## src/rtl/tvfg_div_cell.sv

```systemverilog
// One restoring division step that yields one quotient bit of the angle phase.
`timescale 1ns / 1ps
module tvfg_div_cell #(
  parameter int QW = 17
) (
  input  logic          clk,
  input  logic          en,
  input  logic [8:0]    count,
  input  logic [8:0]    rem_i,
  input  logic [QW-1:0] quo_i,
  output logic [8:0]    rem_o,
  output logic [QW-1:0] quo_o
);

  logic [8:0]    rem_r, rem_nxt;
  logic [QW-1:0] quo_r, quo_nxt;
  logic [9:0]    rem2;
  logic          ge;

  always_comb begin
    rem2    = {rem_i, 1'b0};
    ge      = rem2 >= {1'b0, count};
    rem_nxt = ge ? 9'(rem2 - {1'b0, count}) : rem2[8:0];
    quo_nxt = {quo_i[QW-2:0], ge};
  end

  always_ff @(posedge clk) begin
    if (en) begin
      rem_r <= rem_nxt;
      quo_r <= quo_nxt;
    end
  end

  assign rem_o = rem_r;
  assign quo_o = quo_r;

endmodule

```

## config.mk

```make
export PLATFORM = sky130hd
export DESIGN_NAME = tvfg_div_cell
export DESIGN_NICKNAME = d
export VERILOG_FILES = /design/src/rtl/tvfg_div_cell.sv
export SDC_FILE = /design/constraint.sdc
export NUM_CORES = 1
export LEC_CHECK = 0
export BUFFER_PORTS_ARGS = -buffer_cell sky130_fd_sc_hd__buf_4
export CORE_MARGIN = 2
export CORE_UTILIZATION = 30
export CTS_BUF_LIST = sky130_fd_sc_hd__clkbuf_2 sky130_fd_sc_hd__clkbuf_4 sky130_fd_sc_hd__clkbuf_8
export DETAILED_ROUTE_END_ITERATION = 10
export GPL_TIMING_DRIVEN = 1
export HOLD_SLACK_MARGIN = 0.1
export PLACE_DENSITY = 0.58
export REMOVE_ABC_BUFFERS = 1
export SKIP_CTS_REPAIR_TIMING = 1
export SYNTH_ARGS = -nofsm -noshare
export SYNTH_HDL_FRONTEND = slang
export SYNTH_SLANG_ARGS = --single-unit
```

## constraint.sdc

```tcl
create_clock -name clk -period 2 [get_ports clk]
set_input_delay 0.3 -clock clk [delete_from_list [all_inputs] [get_ports clk]]
set_output_delay 0.3 -clock clk [all_outputs]
set_load 0.05 [all_outputs]
```

==> results.md, run 1 <==
* Status: finished clean
* Total power at between 1500 and 2000 uW
* Post-Synthesis Cells at between 100 and 150
* Synth Cell Area at roughly 1400 um^2
* Port-buffer cells at 61
* Top Layer Used: met4
* Slew Limit Fails at 0
* Fmax at ~520 MHz
* CTS tree: built
* Crit-path cells: buf_4, fa_1, nand2b_4, a21oi_4, nor4b_4, or2_4, inv_4, mux2_4
* Met2 Wirelength at about 1500 um
* Final GP Congestion at between 0.8 and 0.9
* Initial Utilization at between 30% and 40%
* Final Core Density at between 40% and 50%
* Vias/cell at about 4.6
* Vias in the first global route at around 1100
* Dpl hpwl at approximately 2500 um
* Setup ws final at 0.0758 ns
* Switch Pwr at between 500 and 600 uW
* Number of flops mapped to enable cells by yosys at 26
* Longest Clk Path Bufs at 2
* Crit path DAT at between 1.5 and 2 ns
* Synth Flop Type: edfxtp_1
* Hold slack at around 0.21 ns
* Clk pwr share at between 15 and 20%
* DRT Wirelength at slightly above 3000 um
* Comb pwr share at about two fifths
* DRT antenna net count at 0
* Met3 WL at around 250 um
* Worst setup SP type: input port
* Die ar. at about 5100 um^2
* WP data required at around 2.0 ns
* First-pass GRT wire length at between 4000 and 5000 um
* Register bit total from synthesis at 26
* Initial DRC Count at 37
* Core area at 4380 um^2
* Area grow syn2layout at 54.4%
* # DRC at 0
* P per Cell Area at between 700 and 800 nW/um^2
* Area of the multi-input gates at approximately 570 um^2
* Tightest Pin Transition at ~0.31 ns
* Tcrit/Tclk final at 96.2%
* FF/Latch Area at between 700 and 800 um^2
* Highest-count cells in the layout ignoring fill and taps: 83 x buf_4, 26 x edfxtp_1, 10 x inv_1
* GRT Total Usage at 12.0%
* Worst Setup End Kind: register
* CTS root buffer: clkbuf_8
* Commonest non-fill, non-tap cell in the layout: buf_4
* Worst stage delay on the critical path at around 0.44 ns
* Rows at 24
* Endpoints failing hold at 0
* Initial antenna violation count at 0
* Ports at between 60 and 70
* Pin count of the biggest net entering global routing at 27
* Post-synth cell types at 35
* N_diodes at 0
* YS warnings at 0
* Number of buffers created by CTS at 3
* Delay-heaviest family, CP: simple AND/OR/NAND/NOR gates
* Flop pwr share at 43.4%
* Unrepaired setup endpoints after global routing: false
* Die H at slightly above 70 um
* Drt pass-1 iters at 4
* # H-tree levels at 1
* Ys async rst share at 0%
* Sequential fraction of the synthesis area at about 57%
* Routed WL per cell at around 13 um
* Hold Crit Class: input port to register
* Share of post-route cells with drive strength above 1 at between 50 and 60%
* GR Overflow Total at 0
* Vias after detailed routing at 1106
* Die W at around 72 um
* Slew margin rel. at around four fifths
* Fillers at ~410
* Syn Area/Cell at 13.4 um^2
* Final net count at around 240
* Switching Fraction at about a third
* Max Cap Viol at 0
* Setup WS pre-CTS at -0.236 ns
* CP Max Fanout at 5
* Slowest cell on crit path: fa_1
* Clock Sinks at 26
* Leak pwr at a little under 0.001 uW
* Setup violators final at 0
* Internal Power at ~1100 uW
* CTS clk-pin slew, worst paths at 0.08 ns
* Routed length on met1 at approximately 1300 um
* Final min period at 1.92 ns
* CP bufs+invs at 2
* Peak supply drop at 0.000246 V
* Crit Path Class: input port to register
==> flip-flops by register name (all words and copies together), names as in the netlist <==
register / flops
rem_o: 9
quo_o: 17
==> synth_stat cells, types with 3 or more instances <==
cell type	number	area, um^2
edfxtp_1	26	781
inv_1	10	37.5
ha_1	9	113
o21ai_0	7	35.0
a21oi_1	5	25.0
mux2_4	4	60.1
nor2_1	4	15.0
a21o_1	3	22.5
xnor2_1	3	26.3
==> per-layer routing <==
metal,global-route usage [%],vias to the layer above
met3,2.11,2
met1,14.4,501
li1,-,555
met5,0,-
met4,3.77,0
met2,21.6,48
==> layout make-up <==
| cell class | count | share of cell area [%] |
|---|---|---|
| Sequential cell | 26 | 36.8 |
| Timing Repair Buffer | 83 | 29.3 |
| Multi-Input combinational cell | 66 | 26.6 |
| Tap cell | 52 | 3.06 |
| Inverter | 11 | 2.06 |
| Clock buffer | 3 | 1.94 |
| Clock inverter | 1 | 0.177 |
==> worst paths after layout <==
check                 start        end  slack (ns)  cells after the start
setup / recovery   count[0]   rem_o[6]        0.08                      8
hold / removal    quo_i[11]  quo_o[12]        0.21                      1
==> cell families (layout without fill, tap and decap cells) <==
logic type,count (synthesis),in the layout,synth area share [%]
simple gates,24,24,12.1
flops,26,26,56.8
compound gates,23,23,10.7
buf+inv,11,98,3.19
xor+xnor,5,5,3.19
fa+ha+maj,10,10,9.65
mux,4,4,4.37
==> through the flow <==
stage               std cells  instance area [um^2]  TNS (ns)
finish                    242                  2120         0
global route              242                  2120         0
CTS                       241                  2100         0
detailed placement        237                  2060     -1.44
global placement          237                  2060     -1.05
floorplan                 103                  1380    -0.233
==> power groups by stage <==
stage                     combinational [uW]  sequential [uW]  clock (uW)
after floorplan                          169              907           0
after global placement                   606              699           0
after detailed placement                 611              702           0
after CTS                                612              689         297
after global routing                     658              694         318
final                                    616              688         281
Note: power is estimated with default switching activity, not from simulation.
==> run 2, diff against run 1 <==
--- a/config.mk
+++ b/config.mk
@@ -6,13 +6,15 @@
 export NUM_CORES = 1
 export LEC_CHECK = 0
 export BUFFER_PORTS_ARGS = -buffer_cell sky130_fd_sc_hd__buf_4
+export CELL_PAD_IN_SITES_DETAIL_PLACEMENT = 0
+export CELL_PAD_IN_SITES_GLOBAL_PLACEMENT = 1
 export CORE_MARGIN = 2
 export CORE_UTILIZATION = 30
 export CTS_BUF_LIST = sky130_fd_sc_hd__clkbuf_2 sky130_fd_sc_hd__clkbuf_4 sky130_fd_sc_hd__clkbuf_8
 export DETAILED_ROUTE_END_ITERATION = 10
 export GPL_TIMING_DRIVEN = 1
 export HOLD_SLACK_MARGIN = 0.1
-export PLACE_DENSITY = 0.58
+export PLACE_DENSITY = 0.72
 export REMOVE_ABC_BUFFERS = 1
 export SKIP_CTS_REPAIR_TIMING = 1
 export SYNTH_ARGS = -nofsm -noshare
==> constraint.sdc (replaced) <==
create_clock -name clk -period 2 [get_ports clk]
set_input_delay 0.2 -clock clk [delete_from_list [all_inputs] [get_ports clk]]
set_output_delay 0.2 -clock clk [all_outputs]
set_load 0.05 [all_outputs]
==> run 2 against run 1 <==
Against the previous run:
- final area rose by 2.2%
- via count grew 1.9%
- sequential power about the same
- sequential share of layout area decreased by 0.81 points
- critical endpoint unchanged
- first-iteration DRC count rose to 2.6 times the previous value
- hold slack worse by 0.096 ns
- routed wire length grew 3.7%
- die area stayed put
- highest routed layer unchanged
- maximum frequency grew 5.6%
- final cell count rose by 1.7%
==> results.md, run 2 (synthesis results as in run 1) <==
* Clock Sinks at 26 (unchanged)
* Unrepaired setup endpoints after global routing: false
* Worst Setup End Kind: register
* Hold slack at 0.116 ns (-0.0962 ns)
* Final min period at 1.82 ns (-0.103 ns)
* CTS tree: built
* DRT antenna net count at 0 (unchanged)
* Commonest non-fill, non-tap cell in the layout: buf_4
* Post-route cell area at 2170 um^2 (+2.2%)
* Setup ws final at 0.178 ns (+0.103 ns)
* Port-buffer cells at 61 (unchanged)
* Drt pass-1 iters at 4 (unchanged)
* Fmax at 549 MHz (+5.6%)
* DRT Wirelength at 3150 um (+3.7%)
* Core area at 4380 um^2 (unchanged)
* Vias/cell at 4.58 (+0.24%)
* Ports at 63 (unchanged)
* Highest-count cells in the layout ignoring fill and taps: 74 x buf_4, 26 x edfxtp_1, 13 x dlygate4sd3_1
* Tightest Pin Transition at 0.367 ns (+0.0523 ns)
* P per Cell Area at 730 nW/um^2 (-2.1%)
* Share of post-route cells with drive strength above 1 at 45.9% (-6.2 points)
* Crit Path Class: input port to register
* Vias after detailed routing at 1127 (+1.9%)
* Endpoints failing hold at 0 (unchanged)
* Peak supply drop at 0.000247 V (+0.44%)
* Rows at 24 (unchanged)
* Initial DRC Count at 97 (+160%)
* Area grow syn2layout at 57.9%
* CP bufs+invs at 2 (unchanged)
* Crit-path cells: buf_4, fa_1, nand2b_1, a21oi_2, nor4b_4, or2_4, inv_4, mux2_4
* Routed WL per cell at 12.8 um (+2.0%)
* Final setup TNS at 0 ns (unchanged)
* # H-tree levels at 1 (unchanged)
* Final GP Congestion at 0.727 (-10%)
* Leak pwr at 0.000988 uW (+0.30%)
* Final net count at 242 (+1.7%)
* Max Cap Viol at 0 (unchanged)
* Pin count of the biggest net entering global routing at 27 (unchanged)
* Area after DPL at 2000 um^2 (-2.9%)
* N_diodes at 0 (unchanged)
* Initial antenna violation count at 0 (unchanged)
* Setup WS pre-CTS at -0.101 ns (+0.135 ns)
* First-pass GRT wire length at 4800 um (-2.4%)
* Worst setup SP type: input port
* Crit path DAT at 1.84 ns (-0.10 ns)
* Tcrit/Tclk final at 91.1% (-5.1 points)
* Number of buffers created by CTS at 3 (unchanged)
* Dpl hpwl at 2450 um (-2.8%)
* CTS root buffer: clkbuf_8
* Slew Limit Fails at 0 (unchanged)
* GRT Total Usage at 11.9% (-0.085 points)
* GR Overflow Total at 0 (unchanged)
* Setup violators final at 0 (unchanged)
* Slew margin rel. at 75.5% (-3.5 points)
* Slowest cell on crit path: fa_1
* Die H at 71.7 um (unchanged)
* Longest Clk Path Bufs at 2 (unchanged)
* Initial Utilization at 31.4% (unchanged)
* WP data required at 2.02 ns (about the same)
* Die ar. at 5140 um^2 (unchanged)
* Max reg flops at 17 (unchanged)
* Delay-heaviest family, CP: simple AND/OR/NAND/NOR gates
* CTS clk-pin slew, worst paths at 0.08 ns (about the same)
* Hold Crit Class: input port to register
* Worst stage delay on the critical path at 0.43 ns (about the same)
* # DRC at 0 (unchanged)
* Vias in the first global route at 1027 (-8.5%)
* Status: finished clean
* Die W at 71.7 um (unchanged)
* CP Max Fanout at 5 (unchanged)
run 2: cell count changes in the layout (fill, tap and decap cells not counted), sizes merged:
cell         delta
dlygate4sd3    +13
buf             -9
run 2: layer usage:
| layer | GRT usage [%] | wire, um | vias up |
|---|---|---|---|
| met4 | 5.03 | 51 | 0 |
| met1 | 16.3 | 1410 | 499 |
| li1 | - | - | 564 |
| met3 | 2.53 | 327 | 4 |
| met2 | 18.2 | 1360 | 60 |
| met5 | 0 | 0 | - |
run 2: power breakdown:
part | internal (uW) | switching, uW
logic | 255 | 361
registers | 672 | 15.1
clock network | 137 | 145
run 2: path summary, 6_finish.rpt:
check / startpoint / end / cells past startpoint
worst max-delay path: count[0] / rem_o[6] / 8
worst min-delay path: quo_i[8] / quo_o[9] / 1
run 2: through the flow:
stage	std cells	power [uW]	util [%]
floorplan	103	1080	-
global placement	229	1290	45.5
detailed placement	229	1300	45.5
CTS	233	1580	46.5
global route	246	1680	49.5
finish	246	1590	49.5
run 2: final cells by class:
class                           count  area, um^2
Sequential cell                    26         781
Tap cell                           52        65.1
Timing Repair Buffer               87         686
Fill cell                         398        2210
Inverter                           11        43.8
Clock buffer                        3        41.3
Clock inverter                      1        3.75
Multi-Input combinational cell     66         551
==> run 3, diff against run 2 <==
--- a/config.mk
+++ b/config.mk
@@ -9,12 +9,12 @@
 export CELL_PAD_IN_SITES_DETAIL_PLACEMENT = 0
 export CELL_PAD_IN_SITES_GLOBAL_PLACEMENT = 1
 export CORE_MARGIN = 2
-export CORE_UTILIZATION = 30
+export CORE_UTILIZATION = 33
 export CTS_BUF_LIST = sky130_fd_sc_hd__clkbuf_2 sky130_fd_sc_hd__clkbuf_4 sky130_fd_sc_hd__clkbuf_8
 export DETAILED_ROUTE_END_ITERATION = 10
 export GPL_TIMING_DRIVEN = 1
 export HOLD_SLACK_MARGIN = 0.1
-export PLACE_DENSITY = 0.72
+export PLACE_DENSITY = 0.78
 export REMOVE_ABC_BUFFERS = 1
 export SKIP_CTS_REPAIR_TIMING = 1
 export SYNTH_ARGS = -nofsm -noshare
==> run 3 against run 2 <==
Against the previous run:
- final area fell by 7.1%
- non-clock buffer count fell by 16
- largest power group unchanged
- clock-buffer cell count did not move
- final cell count fell by 7.3%
- hold slack worse by 0.0059 ns
==> results.md, run 3 (synthesis results as in run 1) <==
* Status: finished clean
* Core area at 4000 um^2 (-8.8%)
* GRT Total Usage at 11.8% (-0.11 points)
* Vias in the first global route at 998 (-2.8%)
* Clock Sinks at 26 (unchanged)
* Commonest non-fill, non-tap cell in the layout: buf_4
* Clk pwr share at 18.3% (+0.5 points)
* First-pass GRT wire length at 4280 um (-11%)
* Comb pwr share at 37.4% (-1.5 points)
* N_diodes at 0 (unchanged)
* Die W at 68.6 um (-4.4%)
* Longest Clk Path Bufs at 2 (unchanged)
* WP data required at 2.02 ns (about the same)
* Highest-count cells in the layout ignoring fill and taps: 71 x buf_4, 26 x edfxtp_1, 10 x inv_1
* Area grow syn2layout at 46.6%
* Die ar. at 4700 um^2 (-8.6%)
* Switching Fraction at 33.1% (+0.22 points)
* GR Overflow Total at 0 (unchanged)
* Area of the multi-input gates at 551 um^2 (unchanged)
* Crit path DAT at 1.84 ns (about the same)
* Vias/cell at 4.71 (+2.9%)
* Setup ws final at 0.176 ns (-0.00247 ns)
* # DRC at 0 (unchanged)
* CTS tree: built
* Number of buffers created by CTS at 3 (unchanged)
* Initial Utilization at 34.4% (+3.0 points)
* Pin count of the biggest net entering global routing at 27 (unchanged)
* Hold slack at 0.110 ns (-0.00585 ns)
* Delay-heaviest family, CP: simple AND/OR/NAND/NOR gates
* P per Cell Area at 772 nW/um^2 (+5.7%)
* Tcrit/Tclk final at 91.2% (+0.12 points)
* CTS clk-pin slew, worst paths at 0.08 ns (about the same)
* Fmax at 548 MHz (-0.14%)
* Slew margin rel. at 77.8% (+2.3 points)
* Tightest Pin Transition at 0.332 ns (-0.0344 ns)
* Initial antenna violation count at 0 (unchanged)
* FF/Latch Area at 781 um^2 (unchanged)
* Hold Crit Class: input port to register
* Share of post-route cells with drive strength above 1 at 48.3% (+2.4 points)
* Final setup TNS at 0 ns (unchanged)
* DRT Wirelength at 2820 um (-10%)
* Flop pwr share at 44.3% (+1.0 points)
* Worst stage delay on the critical path at 0.43 ns (about the same)
* Unrepaired setup endpoints after global routing: false
* Port-buffer cells at 61 (unchanged)
* Rows at 23 (-4.2%)
* Crit-path cells: buf_4, fa_1, nand2b_1, a21oi_2, nor4b_4, or2_4, inv_4, mux2_4
* Internal Power at 1040 uW (-2.2%)
* Worst setup SP type: input port
* Drt pass-1 iters at 4 (unchanged)
* Vias after detailed routing at 1075 (-4.6%)
* Final min period at 1.82 ns (+0.00247 ns)
* Endpoints failing hold at 0 (unchanged)
* CP bufs+invs at 2 (unchanged)
* Peak supply drop at 0.000466 V (+88%)
* Max reg flops at 17 (unchanged)
* Ports at 63 (unchanged)
* Routed WL per cell at 12.4 um (-3.4%)
* Setup WS pre-CTS at -0.126 ns (-0.0248 ns)
* Dpl hpwl at 2380 um (-2.7%)
* Crit Path Class: input port to register
* Die H at 68.6 um (-4.4%)
* Final net count at 226 (-6.6%)
* Leak pwr at 0.000919 uW (-6.9%)
* Setup violators final at 0 (unchanged)
* CTS root buffer: clkbuf_8
* DRT antenna net count at 0 (unchanged)
* Final GP Congestion at 0.818 (+13%)
* Max Cap Viol at 0 (unchanged)
* Fillers at 342 (-14%)
* # H-tree levels at 1 (unchanged)
* Initial DRC Count at 97 (unchanged)
* CP Max Fanout at 5 (unchanged)
* Switch Pwr at 515 uW (-1.2%)
* Slew Limit Fails at 0 (unchanged)
* Slowest cell on crit path: fa_1
* Worst Setup End Kind: register
[run 3: per-stage QoR]
| step | utilization [%] | area (um^2) | cells | power, uW |
|---|---|---|---|---|
| floorplan | - | 1380 | 103 | 1080 |
| global placement | 49.3 | 1970 | 224 | 1280 |
| detailed placement | 49.3 | 1970 | 224 | 1290 |
| CTS | 50.4 | 2020 | 228 | 1570 |
| global route | 50.4 | 2020 | 228 | 1630 |
| finish | 50.4 | 2020 | 228 | 1560 |
[run 3: power groups by stage]
stage | clock network, uW | registers, uW | logic [uW]
finish | 285 | 689 | 582
global route | 311 | 694 | 625
CTS | 290 | 690 | 587
detailed placement | 0 | 703 | 586
global placement | 0 | 699 | 579
floorplan | 0 | 907 | 169
[run 3: final timing paths]
| kind | depth (start not counted) | from | endpoint | slack, ns |
|---|---|---|---|---|
| worst max-delay path | 8 | count[0] | rem_o[3] | 0.18 |
| worst min-delay path | 1 | quo_i[4] | quo_o[5] | 0.11 |
[run 3: layer usage]
metal | part of all wire (%) | track usage, %
met5 | 0 | 0
met1 | 42 | 15.8
met3 | 13 | 1.79
met2 | 44 | 20.2
met4 | 0.71 | 2.25
[run 3: cell type report]
class | instances | share of cell area (%)
flip-flops and latches | 26 | 38.7
multi-input cells | 66 | 27.3
repair buffers | 71 | 26.4
well taps | 50 | 3.10
inverters | 11 | 2.17
clock buffers | 3 | 2.05
clock inverters | 1 | 0.186
