<file path="src/rtl/tvfg_pkg.sv">
// Shared types, register codes and the CORDIC arctangent table for the torus generator.
`timescale 1ns / 1ps
package tvfg_pkg;

  localparam int MAX_BANDS_DEF  = 256;
  localparam int MAX_SEGS_DEF   = 256;
  localparam int ANGLE_BITS_DEF = 16;

  localparam int CORDIC_STEPS = 28;
  localparam logic signed [32:0] CORDIC_X0 = 33'sd652032874;

  localparam logic [1:0] REG_OUTER_RADIUS = 2'd0;
  localparam logic [1:0] REG_INNER_RADIUS = 2'd1;
  localparam logic [1:0] REG_BAND_COUNT   = 2'd2;
  localparam logic [1:0] REG_SEG_COUNT    = 2'd3;

  typedef struct packed {
    logic [7:0] seg;
    logic [7:0] band;
    logic       err;
  } sideband_t;

  function automatic logic signed [31:0] atan_turn(input int step);
    logic signed [31:0] v;
    begin
      unique case (step)
        0: v = 32'sd536870912;
        1: v = 32'sd316933406;
        2: v = 32'sd167458907;
        3: v = 32'sd85004756;
        4: v = 32'sd42667331;
        5: v = 32'sd21354465;
        6: v = 32'sd10679838;
        7: v = 32'sd5340245;
        8: v = 32'sd2670163;
        9: v = 32'sd1335087;
        10: v = 32'sd667544;
        11: v = 32'sd333772;
        12: v = 32'sd166886;
        13: v = 32'sd83443;
        14: v = 32'sd41722;
        15: v = 32'sd20861;
        16: v = 32'sd10430;
        17: v = 32'sd5215;
        18: v = 32'sd2608;
        19: v = 32'sd1304;
        20: v = 32'sd652;
        21: v = 32'sd326;
        22: v = 32'sd163;
        23: v = 32'sd81;
        24: v = 32'sd41;
        25: v = 32'sd20;
        26: v = 32'sd10;
        27: v = 32'sd5;
        default: v = 32'sd0;
      endcase
      return v;
    end
  endfunction

endpackage

</file>
<file path="src/rtl/tvfg_cordic_cell.sv">
// One CORDIC rotation step with its quadrant tag carried alongside.
`timescale 1ns / 1ps
module tvfg_cordic_cell #(
  parameter int STEP = 0
) (
  input  logic               clk,
  input  logic               en,
  input  logic signed [32:0] x_i,
  input  logic signed [32:0] y_i,
  input  logic signed [31:0] z_i,
  input  logic [1:0]         quad_i,
  output logic signed [32:0] x_o,
  output logic signed [32:0] y_o,
  output logic signed [31:0] z_o,
  output logic [1:0]         quad_o
);

  localparam logic signed [31:0] ATAN = tvfg_pkg::atan_turn(STEP);

  logic signed [32:0] x_r, x_nxt, y_r, y_nxt;
  logic signed [31:0] z_r, z_nxt;
  logic [1:0]         quad_r;

  always_comb begin
    if (!z_i[31]) begin
      x_nxt = x_i - (y_i >>> STEP);
      y_nxt = y_i + (x_i >>> STEP);
      z_nxt = z_i - ATAN;
    end else begin
      x_nxt = x_i + (y_i >>> STEP);
      y_nxt = y_i - (x_i >>> STEP);
      z_nxt = z_i + ATAN;
    end
  end

  always_ff @(posedge clk) begin
    if (en) begin
      x_r    <= x_nxt;
      y_r    <= y_nxt;
      z_r    <= z_nxt;
      quad_r <= quad_i;
    end
  end

  assign x_o    = x_r;
  assign y_o    = y_r;
  assign z_o    = z_r;
  assign quad_o = quad_r;

endmodule

</file>
<file path="config.mk">
export PLATFORM = sky130hd
export DESIGN_NAME = tvfg_cordic_cell
export DESIGN_NICKNAME = d
export VERILOG_FILES = /design/src/rtl/tvfg_pkg.sv /design/src/rtl/tvfg_cordic_cell.sv
export SDC_FILE = /design/constraint.sdc
export NUM_CORES = 1
export LEC_CHECK = 0
export ABC_CLOCK_PERIOD_IN_PS = 2510
export BUFFER_PORTS_ARGS = -buffer_cell sky130_fd_sc_hd__buf_2
export CAP_MARGIN = 10
export CORE_UTILIZATION = 43
export DETAILED_ROUTE_END_ITERATION = 10
export HOLD_SLACK_MARGIN = 0.12
export PLACE_DENSITY = 0.65
export SYNTH_ARGS = -nofsm -noshare
export SYNTH_HDL_FRONTEND = slang
export SYNTH_SLANG_ARGS = --single-unit
</file>
<file path="constraint.sdc">
create_clock -name clk -period 2.51 [get_ports clk]
set_clock_uncertainty 0.1 [all_clocks]
set_input_delay 0 -clock clk [delete_from_list [all_inputs] [get_ports clk]]
set_output_delay 0 -clock clk [all_outputs]
set_load 0.01 [all_outputs]
</file>
==> results of run 1 <==
cell families after synthesis:
| kind of cell | after synthesis | synth area share |
|---|---|---|
| AO/OA/AOI/OAI | 295 | 0.234 |
| XOR/XNOR | 62 | 0.0631 |
| adder cells (fa/ha/maj) | 108 | 0.161 |
| buffers and inverters | 141 | 0.0714 |
| flip-flops | 99 | 0.346 |
| multiplexers | 17 | 0.0198 |
| AND/OR/NAND/NOR | 192 | 0.106 |
per-layer routing:
metal  share of wire  vias to the layer above  track usage  wire [microns]
li1                -                     4143            -               -
met4           0.020                        0       0.0756             547
met2            0.47                      366        0.439           13000
met5               0                        -            0               0
met1            0.44                     3969        0.346           12000
met3           0.067                       38       0.0310            1830
flip-flops by register name, summed over array words and instances (netlist names):
signal / cells
quad_o: 2
x_o: 33
y_o: 32
z_o: 32
Yosys cell counts, types with 3 or more instances:
library cell and number:
a211o_1 4, a211oi_1 11, a21boi_0 3, a21o_1 18
a21oi_1 100, a31oi_1 8, and2_1 3, and3_1 3
buf_2 11, buf_4 5, buf_6 7, clkbuf_1 16
edfxtp_1 99, fa_1 4, ha_1 104, inv_1 96
inv_2 4, mux2i_1 17, nand2_1 40, nand2b_1 6
nand3_1 17, nand4_1 10, nor2_1 66, nor2b_1 8
nor3_1 18, nor4_1 5, o211ai_1 5, o21a_1 8
o21ai_0 51, o21ai_1 3, o21bai_1 21, o22ai_1 3
o31ai_1 16, o41ai_1 3, or2_2 5, xnor2_1 59
xor2_1 3
where the power goes:
part           switching, uW  internal [uW]  leakage (uW)  total (uW)
combinational           1390           1210       0.00471        2610
clock                    709            691      0.000138        1400
sequential              63.7           2130      0.000969        2190
total                   2170           4030       0.00582        6200
area by class of cell:
class                      count  area (sq um)  share of cell area
tap                          265           332              0.0264
clock buffer                   9           225              0.0179
clock inverter                 7          58.8             0.00467
inverter                     101           382              0.0303
sequential                    99          2970               0.236
timing repair buffer         463          3140               0.250
multi-input combinational    674          5470               0.435
path summary, 6_finish.rpt:
kind / startpoint / endpoint / slack [ns] / cells after the start
setup / recovery: y_i[0] / y_o[30]$_DFFE_PP_ / -0.05 / 14
hold / removal: y_i[4] / x_o[4]$_DFFE_PP_ / 0.15 / 4
per-stage QoR:
stage / hold slack [ns] / setup slack, ns / TNS [ns] / instances / util
2_1_floorplan: -0.00113 / -0.00807 / -0.0223 / 914 / -
3_3_place_gp: 0.0764 / -0.560 / -10.76 / 1544 / 0.578
3_5_place_dp: 0.0784 / -0.529 / -11.55 / 1544 / 0.578
4_1_cts: 0.153 / -0.0297 / -0.0376 / 1607 / 0.623
5_1_grt: 0.164 / -0.159 / -0.515 / 1618 / 0.644
6_report: 0.153 / -0.0463 / -0.0781 / 1618 / 0.644
timing repair:
item	4_1_cts	5_1_grt
endpoints found under the setup margin	12	27
endpoints found under the hold margin	67	0
buffers inserted	8	11
pin swaps	24	47
hold buffers	39	0
gates resized for setup	30	76
worst max-delay path, cell delays in order:
cell,delay [ns]
buf_8,0.10
buf_6,0.11
ha_4,0.16
fa_2,0.35
nor2b_4,0.15
o21ai_2,0.14
a21oi_2,0.09
a21oi_2,0.15
o21ai_2,0.11
o21a_1,0.24
a221o_2,0.45
a21oi_4,0.24
o22ai_2,0.14
xnor2_1,0.14
==> flow_summary.yaml, run 1 <==
global_route:
  grt_pass1_vias: 8123
  antenna_found_initial: 0
  grt_pass1_wl_microns: 41400
  grtUsageTotal: 0.260
  grt_overflow: 0
  grt_max_degree: 71
final_layout:
  antennaDiodeCount: 0
  n_fill_cell: 1649
  design_area_sq_um: 12600
  layout_commonest_cell: "buf_4"
  drive_gt1_frac: 0.404
  area_delta_synth_final_pct: 46.2
  mostFrequentLayoutCells: "217 x buf_4, 197 x buf_2, 99 x edfxtp_1, 92 x ha_1, 90 x inv_1"
  nets: 1558
timing:
  slew_violations: 0
  hold_violations: 0
  fmax_mhz: 391
  worst_slew_pin_slew_ns: 0.621
  setup_ws_ns: -0.0463
  setup_viol: 2
  fin_crit_sh: 1.02
  grt_setup_unrepaired: "true"
  relSlewSlack: 0.583
  min_period_ns: 2.56
placed_design:
  placed_area_sq_um: 11300
  port-buffer-count: 201
  gp_congestion: 0.947
  dp_hpwl_microns: 20600
logic_synthesis:
  yosysTopAreaCell: "edfxtp_1"
  yosysSeqAreaShare: 0.346
  syn-num-nets: 1124
  netlist_area_sq_um: 8600
  synth-seq-cells: 99
  synthFlopType: "edfxtp_1"
  ys_types: 80
  synth_warnings: 0
  synthTopCellsByArea: "edfxtp_1 35%, ha_1 15%, xnor2_1 6.0%, a21oi_1 5.8%, inv_1 4.2%"
  synth_cells: 914
  synth_top_area_frac: 0.346
  synthArstFlopShare: 0
  synth-edff-count: 99
  synth.avg_cell_area_sq_um: 9.41
route:
  wirelength_microns: 27300
  drt_pass1_iterations: 5
  via_per_inst: 5.26
  ant_nets: 0
  drc: 0
  wl_per_cell_microns: 16.9
  detail_route.iter0.violations: 616
  vias: 8516
clock_network:
  htreeDepth: 3
  clock_path_buffers: 2
  clockRootBuffer: "clkbuf_16"
  cts.sinks: 99
  cts_tree: "yes"
  clk_pin_slew_ns: 0.07
  numCtsBuffers: 9
die:
  die_width_microns: 143
  start_util: 0.441
  placementRows: 51
  die_area_sq_um: 20600
  die_y_microns: 143
  num_io_pins: 202
  coreArea_sq_um: 19500
power:
  power_uw: 6200
  powerDensity_nw_per_um2: 492
  ir_drop_uv: 318
  p_leak_uw: 0.00582
outcome:
  violations: "setup timing"
  status: "finished, violations left"
critical_path:
  required_ns: 2.51
  arrival_ns: 2.56
  cp-start-kind: "primary input"
  critPathMaxFanout: 4
  endpoint_kind: "register"
  critical_path_class: "primary input to register"
min_path:
  hold_path.class: "primary input to register"
flow_run:
  max_cap_violations: 0
Note: power is estimated with default switching activity, not from simulation.
==> run 2: changes to the inputs <==
--- a/config.mk
+++ b/config.mk
@@ -10,6 +10,7 @@
 export CAP_MARGIN = 10
 export CORE_UTILIZATION = 43
 export DETAILED_ROUTE_END_ITERATION = 10
+export GPL_TIMING_DRIVEN = 0
 export HOLD_SLACK_MARGIN = 0.12
 export PLACE_DENSITY = 0.65
 export SYNTH_ARGS = -nofsm -noshare
==> constraint.sdc (replaced) <==
create_clock -name clk -period 2.51 [get_ports clk]
set_clock_uncertainty 0.1 [all_clocks]
set_input_delay 0.251 -clock clk [delete_from_list [all_inputs] [get_ports clk]]
set_output_delay 0.251 -clock clk [all_outputs]
set_load 0.01 [all_outputs]
==> run 2 against run 1 <==
Effect of this change: the run still ends with setup timing left; flip-flop and latch count is the same; final cell count shrank 7.4%; fmax shrank 9.4%; critical path depth grew 1; clock-buffer cell count grew 1; global-route usage shrank 0.060 points; combinational power is essentially flat; via count shrank 3.1%; cell area shrank 1.1%; largest cell class unchanged; highest routed layer unchanged.
==> flow_summary.yaml, run 2 (synthesis gave the netlist of run 1 again) <==
outcome:
  status: "finished, violations left"
  violations: "setup timing"
die:
  placementRows: 51
  num_io_pins: 202
  start_util: 0.441
  die_y_microns: 143
  die_area_sq_um: 20600
  coreArea_sq_um: 19500
  die_width_microns: 143
global_route:
  grt_pass1_wl_microns: 40800
  grt_overflow: 0
  grt_max_degree: 69
  grtUsageTotal: 0.259
  antenna_found_initial: 2
  grt_pass1_vias: 7801
final_layout:
  layout_commonest_cell: "buf_2"
  mostFrequentLayoutCells: "181 x buf_2, 99 x edfxtp_1, 80 x inv_1, 78 x buf_4, 78 x ha_1"
  instances_no_fill: 1499
  nets: 1437
  design_area_sq_um: 12400
  area_delta_synth_final_pct: 44.6
  largest_reg_flops: 33
  drive_gt1_frac: 0.403
timing:
  grt_setup_unrepaired: "true"
  min_period_ns: 2.82
  fin_crit_sh: 1.12
  hold_violations: 0
  slew_violations: 0
  relSlewSlack: 0.262
  fin_setup_tns_ns: -3.81
  setup_viol: 23
  worst_slew_pin_slew_ns: 1.11
  fmax_mhz: 355
  setup_ws_ns: -0.310
clock_network:
  clock_path_buffers: 2
  htreeDepth: 3
  clk_pin_slew_ns: 0.08
  numCtsBuffers: 9
  cts_tree: "yes"
  clockRootBuffer: "clkbuf_16"
  cts.sinks: 99
critical_path:
  required_ns: 2.53
  critical_path_class: "primary input to register"
  crit_path_cell_trace: "buf_12 > inv_8 > ha_4 > fa_2 > nor2b_4 > o2111ai_4 > nand4_1 > nand2_2 > o31ai_4 > o41ai_4 > o31ai_2 > buf_4 > nand4_1 > a2bb2oi_2 > xor2_1"
  arrival_ns: 2.84
  cp_slowest_cell: "fa_2"
  path_common_cell: "nand4_1"
  startpoint: "x_i[0]"
  endpoint_kind: "register"
  cp-start-kind: "primary input"
  critPathMaxFanout: 3
  max_stage_delay_ns: 0.42
power:
  p_leak_uw: 0.00532
  powerDensity_nw_per_um2: 498
  ir_drop_uv: 329
min_path:
  hold_depth: 2
  hold_path.class: "primary input to register"
  hold_start: "z_i[30]"
route:
  top_layer_used: "met4"
  detail_route.iter0.violations: 734
  wirelength_microns: 27600
  wl_met1_microns: 11600
  wl_per_cell_microns: 18.4
  vias: 8253
  wl_met2_microns: 13000
  routed-wl-met3_microns: 2170
  drc: 0
  ant_nets: 0
  via_per_inst: 5.51
  drt_pass1_iterations: 6
placed_design:
  dp_hpwl_microns: 19500
  port-buffer-count: 200
  dp.cells: 1380
  placed_area_sq_um: 10200
  gp_congestion: 0.950
flow_run:
  max_cap_violations: 0
==> run 2: cell types whose count changed in the layout (fill, tap and decap cells not counted), moves of 6 or more <==
| cell | previous run | this run |
|---|---|---|
| clkbuf_1 | 0 | 13 |
| buf_6 | 5 | 26 |
| ha_1 | 92 | 78 |
| a21oi_2 | 18 | 25 |
| buf_2 | 197 | 181 |
| inv_1 | 90 | 80 |
| a21oi_1 | 82 | 66 |
| ha_4 | 9 | 23 |
| a21oi_4 | 3 | 12 |
| o31ai_1 | 12 | 6 |
| o21ai_2 | 4 | 11 |
| o21ai_0 | 43 | 35 |
| dlygate4sd3_1 | 39 | 32 |
| buf_4 | 217 | 78 |
==> run 2: layout make-up <==
cell class	count	area, sq um
plain buffers	34	243
repair buffers	308	2090
flip-flops and latches	99	2970
clock inverters	6	57.6
clock buffers	10	229
well taps	265	332
multi-input cells	674	6090
fillers	1645	7080
inverters	101	428
diodes	2	5.00
==> run 2: timing repair <==
action                                  CTS  global route
pin swaps                                81            83
hold buffers                             32             0
endpoints found under the setup margin   32            34
endpoints found under the hold margin    32             0
resized for setup                       141           112
setup buffers                            47            30
==> run 2: worst paths after layout <==
path | slack [ns] | endpoint
hold / removal | 0.14 | z_o[30]$_DFFE_PP_
setup / recovery | -0.31 | x_o[30]$_DFFE_PP_
==> run 2: critical path: cells and delay by family <==
family          cells  cell delay [ns]
xor+xnor            1             0.09
fa+ha+maj           2             0.58
buf+inv             3             0.32
compound gates      5             1.02
simple gates        4             0.58
==> run 2: per-layer routing <==
metal  track usage  vias up
met2         0.427      391
met3        0.0506       60
met4        0.0924        0
li1              -     3906
met5             0        -
met1         0.335     3896
==> run 2: metrics by stage <==
step	total power, uW	util	hold slack (ns)	setup WS (ns)
3_3_place_gp	4230	0.521	0.328	-1.10
6_report	6190	0.637	0.139	-0.310
4_1_cts	5950	0.601	0.133	-0.157
5_1_grt	6510	0.637	0.157	-0.370
2_1_floorplan	3530	-	0.250	-0.232
3_5_place_dp	4250	0.522	0.329	-1.05
==> run 2: where the power goes <==
group / total [uW] / switching (uW) / leakage, uW / internal (uW)
clock: 1380 / 683 / 0.000141 / 695
sequential: 2180 / 52.3 / 0.000969 / 2120
combinational: 2640 / 1480 / 0.00421 / 1160
==> run 3: changes to the inputs <==
--- a/config.mk
+++ b/config.mk
@@ -8,11 +8,13 @@
 export ABC_CLOCK_PERIOD_IN_PS = 2510
 export BUFFER_PORTS_ARGS = -buffer_cell sky130_fd_sc_hd__buf_2
 export CAP_MARGIN = 10
-export CORE_UTILIZATION = 43
+export CELL_PAD_IN_SITES_DETAIL_PLACEMENT = 2
+export CELL_PAD_IN_SITES_GLOBAL_PLACEMENT = 2
+export CORE_UTILIZATION = 30
 export DETAILED_ROUTE_END_ITERATION = 10
 export GPL_TIMING_DRIVEN = 0
 export HOLD_SLACK_MARGIN = 0.12
-export PLACE_DENSITY = 0.65
+export PLACE_DENSITY = 0.73
 export SYNTH_ARGS = -nofsm -noshare
 export SYNTH_HDL_FRONTEND = slang
 export SYNTH_SLANG_ARGS = --single-unit
==> run 3 against run 2 <==
Effect of this change: the run still ends with setup timing left; sequential power about the same; power increased by 5.4%; sequential share of layout area decreased by 0.84 points; global-route usage decreased by 1.1 points; critical path depth unchanged; critical path type unchanged; die area increased by 43%; cell area increased by 3.6%; final cell count increased by 8.4%; critical endpoint is now x_o[27]$_DFFE_PP_; fmax decreased by 1.7%.
==> flow_summary.yaml, run 3 (synthesis gave the netlist of run 1 again) <==
critical_path:
  cp_slowest_cell: "or4_4"
  critical_path_class: "primary input to register"
  cpLargestDelayFamily: "compound AO/OA/AOI/OAI gates"
  max_stage_delay_ns: 0.56
  crit_buf_inv: 4
  critPathMaxFanout: 3
  path_common_cell: "o31ai_2"
  crit_path_cell_trace: "buf_8 > inv_8 > ha_4 > or4_4 > nand2b_4 > a311oi_4 > o31ai_2 > nand2_2 > buf_6 > a21boi_4 > o221ai_4 > buf_4 > o21ai_2 > o31ai_2 > xnor2_1"
  cp-start-kind: "primary input"
  required_ns: 2.54
  endpoint_kind: "register"
  arrival_ns: 2.90
final_layout:
  area_delta_synth_final_pct: 49.9
  nets: 1452
  design_area_sq_um: 12900
  mostFrequentLayoutCells: "180 x buf_2, 99 x edfxtp_1, 90 x buf_4, 77 x inv_1, 77 x ha_1"
  n_fill_cell: 2959
  antennaDiodeCount: 0
  drive_gt1_frac: 0.432
  layout_commonest_cell: "buf_2"
  largest_reg_flops: 33
power:
  powerDensity_nw_per_um2: 506
  p_leak_uw: 0.00543
  ir_drop_uv: 269
die:
  start_util: 0.307
  placementRows: 61
  die_area_sq_um: 29400
  coreArea_sq_um: 28000
  die_width_microns: 171
  die_y_microns: 171
  num_io_pins: 202
timing:
  relSlewSlack: 0.303
  setup_ws_ns: -0.359
  fin_crit_sh: 1.14
  grt_setup_unrepaired: "true"
  fin_setup_tns_ns: -5.30
  min_period_ns: 2.87
  slew_violations: 0
  setup_viol: 28
  hold_violations: 0
  worst_slew_pin_slew_ns: 1.04
  holdWs_ns: 0.174
  fmax_mhz: 349
route:
  ant_nets: 0
  detail_route.iter0.violations: 514
  drt_pass1_iterations: 5
  vias: 8521
  drc: 0
  via_per_inst: 5.24
  wirelength_microns: 38400
  wl_per_cell_microns: 23.7
outcome:
  violations: "setup timing"
  status: "finished, violations left"
global_route:
  grt_pass1_wl_microns: 54300
  grt_pass1_vias: 9121
  grt_max_degree: 54
  grtUsageTotal: 0.248
  antenna_found_initial: 4
  grt_overflow: 0
clock_network:
  cts_tree: "yes"
  clockRootBuffer: "clkbuf_16"
  htreeDepth: 3
  cts.sinks: 99
  clk_pin_slew_ns: 0.07
  numCtsBuffers: 9
  clock_path_buffers: 2
flow_run:
  max_cap_violations: 0
placed_design:
  gp_congestion: 0.891
  placed_area_sq_um: 10300
  dp_hpwl_microns: 26100
  port-buffer-count: 200
min_path:
  hold_path.class: "primary input to register"
[run 3: changes by cell type in the layout (fill, tap and decap cells not counted), moves of 4 or more]
cell,before,now
nor2_2,3,7
buf_4,78,90
a21oi_1,66,59
a21oi_4,12,17
buf_8,4,8
[run 3: worst paths after layout]
kind                 from  cells past startpoint                 to  slack, ns
hold / removal     y_i[0]                      3   x_o[0]$_DFFE_PP_       0.17
setup / recovery  x_i[13]                     15  x_o[27]$_DFFE_PP_      -0.36
[run 3: metal layers]
metal  up-vias  routed length, microns  track usage
li1       3928                       -            -
met1      4257                   15800        0.294
met2       274                   19700        0.448
met3        56                    1990       0.0467
met4         6                     944       0.0776
met5         -                      33            0
[run 3: area by class of cell]
class,instances,area [sq um],area share
plain buffers,33,263,0.0204
clock buffers,9,225,0.0175
clock inverters,7,60.1,0.00466
inverters,101,439,0.0340
multi-input cells,674,6230,0.483
flip-flops and latches,99,2970,0.230
well taps,378,473,0.0367
repair buffers,324,2240,0.173
[run 3: metrics by stage]
step	instances	setup WS, ns	power [uW]	util
2_1_floorplan	914	-0.232	3530	-
3_3_place_gp	1492	-1.26	4320	0.368
3_5_place_dp	1493	-1.25	4390	0.369
4_1_cts	1595	-0.260	6270	0.436
5_1_grt	1625	-0.460	6830	0.460
6_report	1625	-0.359	6530	0.460
[run 3: what timing repair did]
item | in CTS | in global routing
setup endpoints to repair | 42 | 37
pin swaps | 91 | 74
cloned | 0 | 0
buffers inserted | 58 | 40
hold buffers | 33 | 0
resized for setup | 190 | 109
hold endpoints to repair | 33 | 0
[run 3: power breakdown]
part | switching (uW) | leakage [uW] | total (uW) | internal (uW)
Clock | 742 | 0.000137 | 1430 | 691
Combinational | 1680 | 0.00432 | 2910 | 1230
Sequential | 61.1 | 0.000969 | 2190 | 2130
